$ cat src/hw/rtl/lbp_pkg.sv
// Types and constants for the 3x3 LBP code stream.
// No dependencies; used by every module of the block but lbp_ram.
`timescale 1ns / 1ps

package lbp_pkg;

    localparam int PIX_W      = 8;
    localparam int FW_W       = 11;
    localparam int FH_W       = 13;
    localparam int ROW_OUT_W  = 12;
    localparam int COL_OUT_W  = 10;
    localparam int CFG_IDX_W  = 4;
    localparam int CFG_DATA_W = 16;
    localparam int MAX_FRAME_HEIGHT = 4096;
    localparam int WIN_N      = 9;

    localparam logic [CFG_IDX_W-1:0] REG_FRAME_WIDTH  = CFG_IDX_W'(0);
    localparam logic [CFG_IDX_W-1:0] REG_FRAME_HEIGHT = CFG_IDX_W'(1);

    localparam logic ACTION_PIXEL = 1'b0;
    localparam logic ACTION_FLUSH = 1'b1;

    localparam logic [FW_W-1:0] FRAME_WIDTH_RESET  = FW_W'(640);
    localparam logic [FH_W-1:0] FRAME_HEIGHT_RESET = FH_W'(480);

    // window slot of neighbour n; window is row-major, top row first
    localparam logic [3:0] NB_IDX [8] = '{4'd3, 4'd6, 4'd7, 4'd8, 4'd5, 4'd2, 4'd1, 4'd0};
    localparam logic [3:0] CENTER_IDX = 4'd4;

    typedef struct packed {
        logic             action;
        logic [PIX_W-1:0] pixel_value;
    } src_item_t;

    typedef struct packed {
        logic [7:0]           pattern_code;
        logic [ROW_OUT_W-1:0] pixel_row;
        logic [COL_OUT_W-1:0] pixel_col;
        logic                 last_of_frame;
    } code_item_t;

    // window control from the pipeline to the window unit
    typedef struct packed {
        logic shift;
        logic top_ok;
        logic bot_ok;
        logic left_ok;
        logic right_ok;
    } win_ctl_t;

endpackage

$ cat src/hw/rtl/lbp_window.sv
// 3x3 pixel window and the eight neighbour comparisons.
// Depends on lbp_pkg.
`timescale 1ns / 1ps

module lbp_window (
    input  logic                     clk,
    input  logic                     rst_n,
    input  lbp_pkg::win_ctl_t        ctl,
    input  logic [lbp_pkg::PIX_W-1:0] top_px,
    input  logic [lbp_pkg::PIX_W-1:0] mid_px,
    input  logic [lbp_pkg::PIX_W-1:0] new_px,
    output logic [7:0]               code
);

    import lbp_pkg::*;

    logic [PIX_W-1:0] win_reg  [WIN_N];
    logic [PIX_W-1:0] win_next [WIN_N];
    logic [PIX_W-1:0] shifted  [WIN_N];
    logic [7:0]       nb_ok;

    always_comb
    begin
        shifted[0] = win_reg[1];
        shifted[1] = win_reg[2];
        shifted[2] = top_px;
        shifted[3] = win_reg[4];
        shifted[4] = win_reg[5];
        shifted[5] = mid_px;
        shifted[6] = win_reg[7];
        shifted[7] = win_reg[8];
        shifted[8] = new_px;
        for (int i = 0; i < WIN_N; i++)
        begin
            win_next[i] = ctl.shift ? shifted[i] : win_reg[i];
        end
    end

    // frame-edge masks per neighbour
    always_comb
    begin
        nb_ok[0] = ctl.left_ok;
        nb_ok[1] = ctl.bot_ok & ctl.left_ok;
        nb_ok[2] = ctl.bot_ok;
        nb_ok[3] = ctl.bot_ok & ctl.right_ok;
        nb_ok[4] = ctl.right_ok;
        nb_ok[5] = ctl.top_ok & ctl.right_ok;
        nb_ok[6] = ctl.top_ok;
        nb_ok[7] = ctl.top_ok & ctl.left_ok;
        for (int n = 0; n < 8; n++)
        begin
            code[n] = nb_ok[n] && (shifted[CENTER_IDX] < shifted[NB_IDX[n]]);
        end
    end

    always_ff @(posedge clk or negedge rst_n)
    begin
        if (!rst_n)
        begin
            for (int i = 0; i < WIN_N; i++)
            begin
                win_reg[i] <= '0;
            end
        end
        else
        begin
            win_reg <= win_next;
        end
    end

endmodule

$ cat config.mk
export PLATFORM = sky130hd
export DESIGN_NAME = lbp_window
export DESIGN_NICKNAME = d
export VERILOG_FILES = /design/src/hw/rtl/lbp_pkg.sv /design/src/hw/rtl/lbp_window.sv
export SDC_FILE = /design/constraint.sdc
export NUM_CORES = 1
export LEC_CHECK = 0
export BUFFER_PORTS_ARGS = -buffer_cell sky130_fd_sc_hd__buf_2
export CAP_MARGIN = 15
export CORE_MARGIN = 5
export CORE_UTILIZATION = 35
export CTS_BUF_LIST = sky130_fd_sc_hd__clkbuf_4 sky130_fd_sc_hd__clkbuf_8
export CTS_CLUSTER_SIZE = 24
export DETAILED_ROUTE_END_ITERATION = 7
export PLACE_DENSITY_LB_ADDON = 0.1
export SETUP_SLACK_MARGIN = 0.1
export SLEW_MARGIN = 10
export SYNTH_ARGS = -nofsm -noshare
export SYNTH_HDL_FRONTEND = slang
export SYNTH_SLANG_ARGS = --single-unit
export TNS_END_PERCENT = 100
$ cat constraint.sdc
create_clock -name clk -period 1.6 [get_ports clk]
set_clock_uncertainty 0.1 [all_clocks]
set_input_delay 0 -clock clk [delete_from_list [all_inputs] [get_ports clk]]
set_output_delay 0 -clock clk [all_outputs]
set_load 0.05 [all_outputs]
==> metrics.csv, run 1 <==
stage,metric,value,unit
status,status,"complete, but fails checks",
status,violations,setup timing,
detailed_routing,via_per_inst,4.85,
clock_tree,clockRootBuffer,clkbuf_8,
synthesis,synth-async-reset-ratio,100,%
flow_run,drv_cap,0,
die,coreArea,8720,um^2
layout,drive_above_1_share,27.6,%
synthesis,syn_nets,416,
synthesis,avgSynthCellArea,9.52,um^2
sta,fmax,0.476,GHz
die,die-area,10900,um^2
global_route,grt_pass1_wl,13.2,mm
clock_tree,clock_path_buffers,2,
die,die_h,105,um
synthesis,ys_seq_area_share,38.3,%
detailed_routing,route.detailed.drc,0,
die,initial_core_util,35.9,%
synthesis,yosys-top-cells-count,"ha_1, inv_1, dfrtp_1",
global_route,grt-busiest-layer,met2,
global_route,grt_util_all_layers,15.0,%
synthesis,synth_top_family_by_area,adder cells,
power_and_ir_drop,leakagePower,2.08,nW
synthesis,ys_ff_latch,48,
layout,areaGrowthSynthToFinish,36.8,%
detailed_routing,vias,2512,
sta,fin_crit_sh,131,%
die,pin_count,39,
sta,rsz0062_at_grt,yes,
power_and_ir_drop,p_total,3.63,mW
critical_path,path_max_fanout,4,
synthesis,synthDistinctLibCells,21,
critical_path,worstPathArrival,2000,ps
synthesis,syn_area,3130,um^2
sta,hold_ws,73.0,ps
synthesis,synth_top_cell_by_area,dfrtp_1,
synthesis,synth.mux.area_fraction,4.67,%
synthesis,syn_inst,329,
critical_path,cp.required,1500,ps
synthesis,synth_xor_area_share,0,%
synthesis,yosys.area_share.simple,10.1,%
layout,nets,496,
clock_tree,insertion_delay,300,ps
sta,relSlewSlack,62.6,%
place,routabilityCongestion,0.761,
clock_tree,cts_tree,done,
sta,hold_violations,0,
critical_path,worst-setup-path-type,reg2out,
detailed_routing,dr.pass1.iters,4,
synthesis,synth_edf_count,0,
critical_path,critPathLaunchType,flop,
synthesis,yosysTopAreaCellShare,38.3,%
synthesis,synthAdderAreaFrac,22.4,%
sta,finalSetupTns,-3450,ps
power_and_ir_drop,p_per_area,848,nW/um^2
sta,setup_ws,-499,ps
sta,finalCriticalPeriod,2100,ps
synthesis,synth.area.top_cells,"dfrtp_1, ha_1, inv_1",
sta,finalSetupViolCount,8,
detailed_routing,ant_nets,0,
critical_path,end_kind,output port,
clock_tree,clkSinkCount,48,
global_route,use_met3,3.33,%
die,die_w,105,um
layout,largest_reg_flops,48,
global_route,gr-usage-met2,23.7,%
global_route,grt_overflow,0,
synthesis,yosys_most_used_dff,dfrtp_1,
die,placementRows,34,
global_route,grt_pass1_vias,2534,
clock_tree,clk_pin_slew,100,ps
sta,drv_slew,0,
global_route,antenna_found_initial,0,
synthesis,yosys_warnings,0,
layout,n_antenna_cell,0,
global_route,use_met1,21.4,%
synthesis,synth-compound-area-share,16.3,%
detailed_routing,wl_per_cell,15.2,um
place,io_buffers,38,
detailed_routing,drt_iter0_markers,66,
clock_tree,htree_num_levels,2,
global_route,grt_max_degree,32,
sta,tightest_slew,562,ps
power_and_ir_drop,ir_drop,0.000398,V
worst_hold_path,hp-class,in2async,
place,detailed_place_hpwl,5.76,mm
detailed_routing,drt-total-wl,7.87,mm
clock_tree,cts_inserted_buffers,5,
power breakdown:
group,internal (mW),total (mW),switching (mW)
logic,0.574,1.23,0.658
clock network,0.512,0.961,0.449
registers,1.34,1.44,0.0971
total,2.43,3.63,1.20
worst max-delay path, cell delays in order (launching register included):
cell	delay (ps)
dfrtp_4	510
buf_4	150
ha_4	230
a211oi_2	200
o21ai_2	110
a221oi_4	290
buf_6	190
path summary, 6_finish.rpt:
path	start	to	slack, ps	cells past startpoint
worst max-delay path	shifted[35]	code[4]	-500	6
worst min-delay path	rst_n	shifted[9]	70	2
worst min register to register	shifted[59]	shifted[67]	370	2
max in group asynchronous	rst_n	shifted[59]	730	3
min in group clk	ctl[4]	shifted[46]	100	3
worst max register to register	shifted[32]	shifted[40]	410	2
cells by family (layout without fill, tap and decap cells):
| kind of cell | count (synthesis) | count (layout) |
|---|---|---|
| AO/OA/AOI/OAI | 79 | 79 |
| AND/OR/NAND/NOR | 67 | 67 |
| buffers and inverters | 66 | 147 |
| adder cells (fa/ha/maj) | 56 | 56 |
| flip-flops | 48 | 48 |
| multiplexers | 13 | 13 |
per-layer routing:
layer | vias up | share of wire [%]
li1 | 1296 | -
met1 | 1174 | 52
met2 | 38 | 44
met3 | 4 | 3.3
met4 | 0 | 0.53
met5 | - | 0
layout by cell type, fill, tap and decap left out, types with 6 or more instances in the layout:
| cell | instances |
|---|---|
| o211ai_1 | 12 |
| nand2b_1 | 8 |
| clkbuf_8 | 6 |
| o21ai_0 | 35 |
| mux2_2 | 13 |
| dfrtp_1 | 43 |
| nand2_1 | 43 |
| dlygate4sd3_1 | 25 |
| buf_4 | 16 |
| buf_2 | 30 |
| inv_1 | 56 |
| ha_1 | 48 |
| buf_6 | 8 |
stage by stage:
stage	std cells	instance area, um^2	setup WS, ps	util (%)
after CTS	517	4280	-508	49.0
after global placement	480	3760	-239	43.1
after floorplan	329	3330	-126	-
final	518	4290	-499	49.2
after detailed placement	480	3760	-268	43.1
after global routing	518	4290	-594	49.2
timing repair:
| action | in CTS | in global routing |
|---|---|---|
| hold buffers | 25 | 0 |
| pin swaps | 2 | 2 |
| endpoints found under the hold margin | 72 | 0 |
| buffers inserted | 4 | 1 |
| setup endpoints to repair | 8 | 8 |
| gates resized for setup | 31 | 1 |
area by class of cell:
type,count,area (um^2)
clock buffers,6,82.6
clock inverters,2,38.8
fillers,834,4430
inverters,56,210
multi-input cells,215,1920
flip-flops and latches,48,1210
well taps,108,135
repair buffers,83,691
Power figures use the tool's default switching activity.
==> run 2: changes to the inputs <==
==> constraint.sdc (replaced) <==
create_clock -name clk -period 2.07 [get_ports clk]
set_clock_uncertainty 0.1 [all_clocks]
set_input_delay 0 -clock clk [delete_from_list [all_inputs] [get_ports clk]]
set_output_delay 0 -clock clk [all_outputs]
set_load 0.05 [all_outputs]
==> run 2 against run 1 <==
- the run now ends clean
- combinational power fell by 21%
- hold slack improved by 30 ps
- via count rose by 1.6%
- non-clock buffer count fell by 1
- cell count fell by 0.19%
- flip-flop and latch count did not move
- sequential share of layout area fell by 0.26 points
- first-iteration DRC count fell by 6.1%
- utilization rose by 0.50 points
- wire length rose by 3.7%
- register-to-register slack improved by 490 ps
- critical endpoint is now code[6]
==> metrics.csv, run 2 (synthesized netlist as in run 1, its figures left out) <==
stage,metric,value,unit,change
sta,rsz0062_at_grt,yes,,
layout,final_common_cell,inv_1,,
detailed_routing,route.detailed.drc,0,,unchanged
global_route,grt_max_degree,35,,+9.4%
detailed_routing,wl_per_cell,15.8,um,+3.9%
layout,largest_reg_flops,48,,unchanged
critical_path,cp.required,1970,ps,+470 ps
critical_path,worst-setup-path-type,reg2out,,
clock_tree,clkSinkCount,48,,unchanged
sta,finalSetupTns,0,ps,+3450 ps
sta,tightest_slew,663,ps,+102 ps
clock_tree,clock_path_buffers,2,,unchanged
critical_path,timing.rr.end,shifted[35],,
critical_path,end_kind,output port,,
power_and_ir_drop,ir_drop,0.000311,V,-22%
global_route,grt_overflow,0,,unchanged
die,die_h,105,um,unchanged
layout,nets,495,,-0.20%
clock_tree,cts_tree,done,,
layout,final_cell_area,4330,um^2,+1.0%
place,io_buffers,38,,unchanged
clock_tree,insertion_delay,300,ps,about the same
place,detailed_place_hpwl,5.81,mm,+0.85%
place,placedCellCount,477,,-0.63%
clock_tree,cts_inserted_buffers,5,,unchanged
die,die-area,10900,um^2,unchanged
power_and_ir_drop,p_per_area,627,nW/um^2,-26%
die,pin_count,39,,unchanged
layout,drive_above_1_share,30.3,%,+2.8 points
die,initial_core_util,35.9,%,unchanged
clock_tree,clk_pin_slew,100,ps,about the same
sta,fin_crit_sh,98.2,%,
die,coreArea,8720,um^2,unchanged
layout,fillers,808,,-3.1%
clock_tree,clockRootBuffer,clkbuf_8,,
critical_path,r2r_slack,900,ps,+490 ps
sta,fmax,0.492,GHz,
clock_tree,htree_num_levels,2,,unchanged
global_route,grt_pass1_vias,2663,,+5.1%
critical_path,worstPathArrival,1930,ps,-70 ps
sta,relSlewSlack,55.8,%,-6.8 points
critical_path,critPathLaunchType,flop,,
sta,drv_slew,0,,unchanged
power_and_ir_drop,p_total,2.72,mW,-25%
detailed_routing,vias,2552,,+1.6%
critical_path,path_max_fanout,7,,+3
place,placement.cell_area,3590,um^2,-4.7%
layout,final_cell_mix,"inv_1, nand2_1, ha_1, dfrtp_1, o21ai_0",,
layout,n_antenna_cell,0,,unchanged
layout,stdcell_count,517,,-0.19%
detailed_routing,drt_iter0_markers,62,,-6.1%
global_route,antenna_found_initial,0,,unchanged
sta,hold_violations,0,,unchanged
global_route,grt_util_all_layers,15.0,%,about the same
global_route,grt_pass1_wl,13.3,mm,+0.68%
status,status,completed,,
critical_path,reg2reg_from,shifted[35],,
detailed_routing,drt-total-wl,8.16,mm,+3.7%
critical_path,reg2reg_depth,2,,unchanged
flow_run,drv_cap,0,,unchanged
sta,finalCriticalPeriod,2030,ps,
die,die_w,105,um,unchanged
power_and_ir_drop,leakagePower,2.05,nW,-1.3%
layout,areaGrowthSynthToFinish,38.2,%,
die,placementRows,34,,unchanged
sta,finalSetupViolCount,0,,-8
detailed_routing,via_per_inst,4.94,,+1.8%
worst_hold_path,hp-class,in2async,,
detailed_routing,ant_nets,0,,unchanged
place,routabilityCongestion,0.741,,-2.5%
detailed_routing,dr.pass1.iters,4,,unchanged
-- run 2: changes by cell type in the layout (fill, tap and decap cells not counted), sizes merged --
| cell | before | now |
|---|---|---|
| clkinv | 1 | 0 |
| clkbuf | 6 | 7 |
| bufinv | 1 | 0 |
| buf | 58 | 57 |
| clkinvlp | 0 | 1 |
-- run 2: critical path, stage by stage, from the launching register on --
cell,delay [ps]
dfrtp_2,560
ha_4,260
a211oi_4,220
o21ai_2,120
a221oi_4,270
buf_6,190
-- run 2: metal layers --
| layer | track usage, % | wire length (um) | vias up |
|---|---|---|---|
| met5 | 0 | 0 | - |
| met2 | 25.2 | 3810 | 34 |
| li1 | - | - | 1291 |
| met3 | 2.53 | 218 | 10 |
| met1 | 20.3 | 4010 | 1217 |
| met4 | 3.65 | 114 | 0 |
-- run 2: area by class of cell --
type	count	area (um^2)	share of cell area, %
timing repair buffer	82	659	15.2
clock buffer	7	90.1	2.08
clock inverter	1	7.51	0.173
tap	108	135	3.12
inverter	56	210	4.85
multi-input combinational	215	2020	46.6
sequential	48	1210	28.0
-- run 2: per-stage QoR --
stage               utilization, %  setup slack [ps]  hold WS, ps
detailed placement            41.1              79.1        -64.2
finish                        49.7              37.4          103
floorplan                        -               209         -396
CTS                           48.7              40.5          135
global placement              41.1              87.8        -70.1
global route                  49.7             -30.4          153
-- run 2: worst max path at each step --
stage,from,endpoint,depth (start not counted)
after floorplan,shifted[35],code[0],4
final,shifted[35],code[6],5
after CTS,shifted[33],code[7],5
after detailed placement,shifted[35],code[6],5
after global routing,shifted[33],code[5],5
after global placement,shifted[35],code[0],5
-- run 2: timing repair --
item,4_1_cts,5_1_grt
hold buffers,25,0
gates resized for setup,57,13
hold endpoints to repair,45,0
pin swaps,27,16
setup buffers,7,0
setup endpoints to repair,8,8
-- run 2: power breakdown --
group | switching, mW | total [mW] | internal, mW
sequential | 0.0971 | 1.14 | 1.04
combinational | 0.506 | 0.966 | 0.460
clock | 0.329 | 0.615 | 0.286
total | 0.932 | 2.72 | 1.78
==> run 3: changes to the inputs <==
==> constraint.sdc (replaced) <==
create_clock -name clk -period 2.14 [get_ports clk]
set_clock_uncertainty 0.1 [all_clocks]
set_input_delay 0 -clock clk [delete_from_list [all_inputs] [get_ports clk]]
set_output_delay 0 -clock clk [all_outputs]
set_load 0.05 [all_outputs]
==> run 3 against run 2 <==
- global-route usage fell by 0.23 points
- sequential power down 4%
- critical path type unchanged
- clock-buffer cell count stayed put
==> metrics.csv, run 3 (synthesized netlist as in run 1, its figures left out) <==
stage,metric,value,unit,change
layout,drive_above_1_share,25.4,%,-4.9 points
detailed_routing,dr.pass1.iters,5,,+1
detailed_routing,drt_iter0_markers,124,,+100%
critical_path,path_max_fanout,5,,-2
power_and_ir_drop,p_per_area,614,nW/um^2,-2.1%
power_and_ir_drop,ir_drop,0.000249,V,-20%
critical_path,slowest_delay,450,ps,-110 ps
global_route,grt_pass1_wl,13.0,mm,-1.8%
global_route,grt_overflow,0,,unchanged
sta,finalSetupTns,0,ps,unchanged
global_route,grt-busiest-layer,met2,,
global_route,use_met3,2.40,%,-0.12 points
status,status,completed,,
clock_tree,cts_tree,done,,
detailed_routing,drt-total-wl,8.08,mm,-0.98%
die,die-area,10900,um^2,unchanged
sta,relSlewSlack,54.7,%,-1.1 points
die,initial_core_util,35.9,%,unchanged
global_route,grt_util_all_layers,14.8,%,-0.23 points
global_route,grt_pass1_vias,2566,,-3.6%
place,io_buffers,38,,unchanged
global_route,antenna_found_initial,0,,unchanged
place,pre_cts_ws,178,ps,+99.2 ps
layout,largest_reg_flops,48,,unchanged
clock_tree,insertion_delay,300,ps,about the same
layout,multi_input_area,1870,um^2,-7.3%
detailed_routing,via_per_inst,5.01,,+1.5%
detailed_routing,wl_per_cell,15.8,um,+0.38%
global_route,grt_max_degree,36,,+2.9%
sta,drv_slew,0,,unchanged
critical_path,worst-setup-path-type,reg2out,,
clock_tree,htree_num_levels,2,,unchanged
critical_path,cp.required,2040,ps,+70 ps
die,die_w,105,um,unchanged
critical_path,crit_path_frequent_cell,buf_6,,
critical_path,worstPathArrival,1970,ps,+40 ps
sta,finalCriticalPeriod,2070,ps,
layout,nets,488,,-1.4%
layout,seq_area,1210,um^2,+0.10%
sta,fmax,0.484,GHz,
clock_tree,clkSinkCount,48,,unchanged
global_route,use_met1,20.2,%,-0.039 points
sta,finalSetupViolCount,0,,unchanged
power_and_ir_drop,leakagePower,2.01,nW,-2.1%
clock_tree,clock_path_buffers,2,,unchanged
place,routabilityCongestion,0.771,,+4.0%
sta,setup_ws,72.5,ps,+35.2 ps
layout,n_antenna_cell,0,,unchanged
sta,fin_crit_sh,96.6,%,
clock_tree,clk_pin_slew,90,ps,about the same
detailed_routing,vias,2555,,+0.12%
global_route,gr-usage-met2,24.4,%,-0.86 points
detailed_routing,ant_nets,0,,unchanged
worst_hold_path,hp-class,in2async,,
critical_path,end_kind,output port,,
clock_tree,clockRootBuffer,clkbuf_8,,
die,coreArea,8720,um^2,unchanged
flow_run,drv_cap,0,,unchanged
die,placementRows,34,,unchanged
sta,hold_violations,0,,unchanged
sta,tightest_slew,680,ps,+16.9 ps
critical_path,crit_slowest_cell,dfrtp_2,,
critical_path,critPathLaunchType,flop,,
layout,final_cell_mix,"inv_1, ha_1, nand2_1, dfrtp_1, o21ai_0",,
layout,final_common_cell,inv_1,,
die,die_h,105,um,unchanged
critical_path,cp_cell_sequence,buf_6 -> buf_6 -> ha_4 -> a2111o_1 -> a21oi_1 -> buf_4,,
place,detailed_place_hpwl,5.59,mm,-3.7%
layout,fillers,802,,-0.74%
die,pin_count,39,,unchanged
detailed_routing,route.detailed.drc,0,,unchanged
sta,rsz0062_at_grt,yes,,
clock_tree,cts_inserted_buffers,5,,unchanged
layout,areaGrowthSynthToFinish,31.7,%,
-- run 3: changes by cell type in the layout (fill, tap and decap cells not counted), moves of 4 or more --
cell / change
a221oi_2: +4
a221oi_4: -4
buf_6: -5
ha_1: +6
ha_4: -4
-- run 3: path summary, 6_finish.rpt --
kind	startpoint	slack, ps	endpoint	cells after the start
hold / removal	rst_n	50	shifted[21]	2
min in group clk	ctl[4]	180	shifted[68]	3
setup reg to reg	shifted[35]	1060	shifted[35]	1
max in group asynchronous	rst_n	1270	shifted[66]	3
setup / recovery	shifted[33]	70	code[5]	6
hold reg to reg	shifted[59]	400	shifted[67]	2
-- run 3: cell type report --
| class | count | area share [%] |
|---|---|---|
| Timing Repair Buffer | 75 | 14.6 |
| Tap cell | 108 | 3.28 |
| Multi-Input combinational cell | 215 | 45.3 |
| Clock buffer | 7 | 2.18 |
| Clock inverter | 1 | 0.182 |
| Sequential cell | 48 | 29.4 |
| Inverter | 56 | 5.10 |
-- run 3: per-stage QoR --
| step | power (mW) | hold WS (ps) | area, um^2 | util, % | cells |
|---|---|---|---|---|---|
| floorplan | 1.56 | -396 | 3160 | - | 329 |
| global route | 2.73 | 84.5 | 4130 | 47.3 | 510 |
| CTS | 2.48 | 63.8 | 3920 | 45.0 | 508 |
| finish | 2.53 | 52.8 | 4130 | 47.3 | 510 |
| detailed placement | 1.78 | -146 | 3480 | 39.9 | 471 |
| global placement | 1.77 | -150 | 3480 | 39.9 | 471 |
-- run 3: worst max-delay path: cells and delay by family, from the launching register on --
kind | cells | cell delay, ps
adders and majority gates | 1 | 200
DFF | 1 | 450
AOI/OAI and AO/OA | 2 | 540
buffers and inverters | 3 | 480
-- run 3: timing repair --
action	in CTS	in global routing
endpoints found under the hold margin	72	0
pin swaps	3	25
endpoints found under the setup margin	8	7
resized for setup	26	25
hold buffers	25	0
setup buffers	4	2
-- run 3: power breakdown --
part           switching [mW]  internal, mW
combinational           0.440         0.393
clock                   0.324         0.276
sequential             0.0944          1.01
-- run 3: routing by layer --
| layer | wire length [um] | vias up |
|---|---|---|
| met1 | 3850 | 1210 |
| met5 | 0 | - |
| li1 | - | 1281 |
| met4 | 129 | 0 |
| met3 | 253 | 10 |
| met2 | 3850 | 54 |
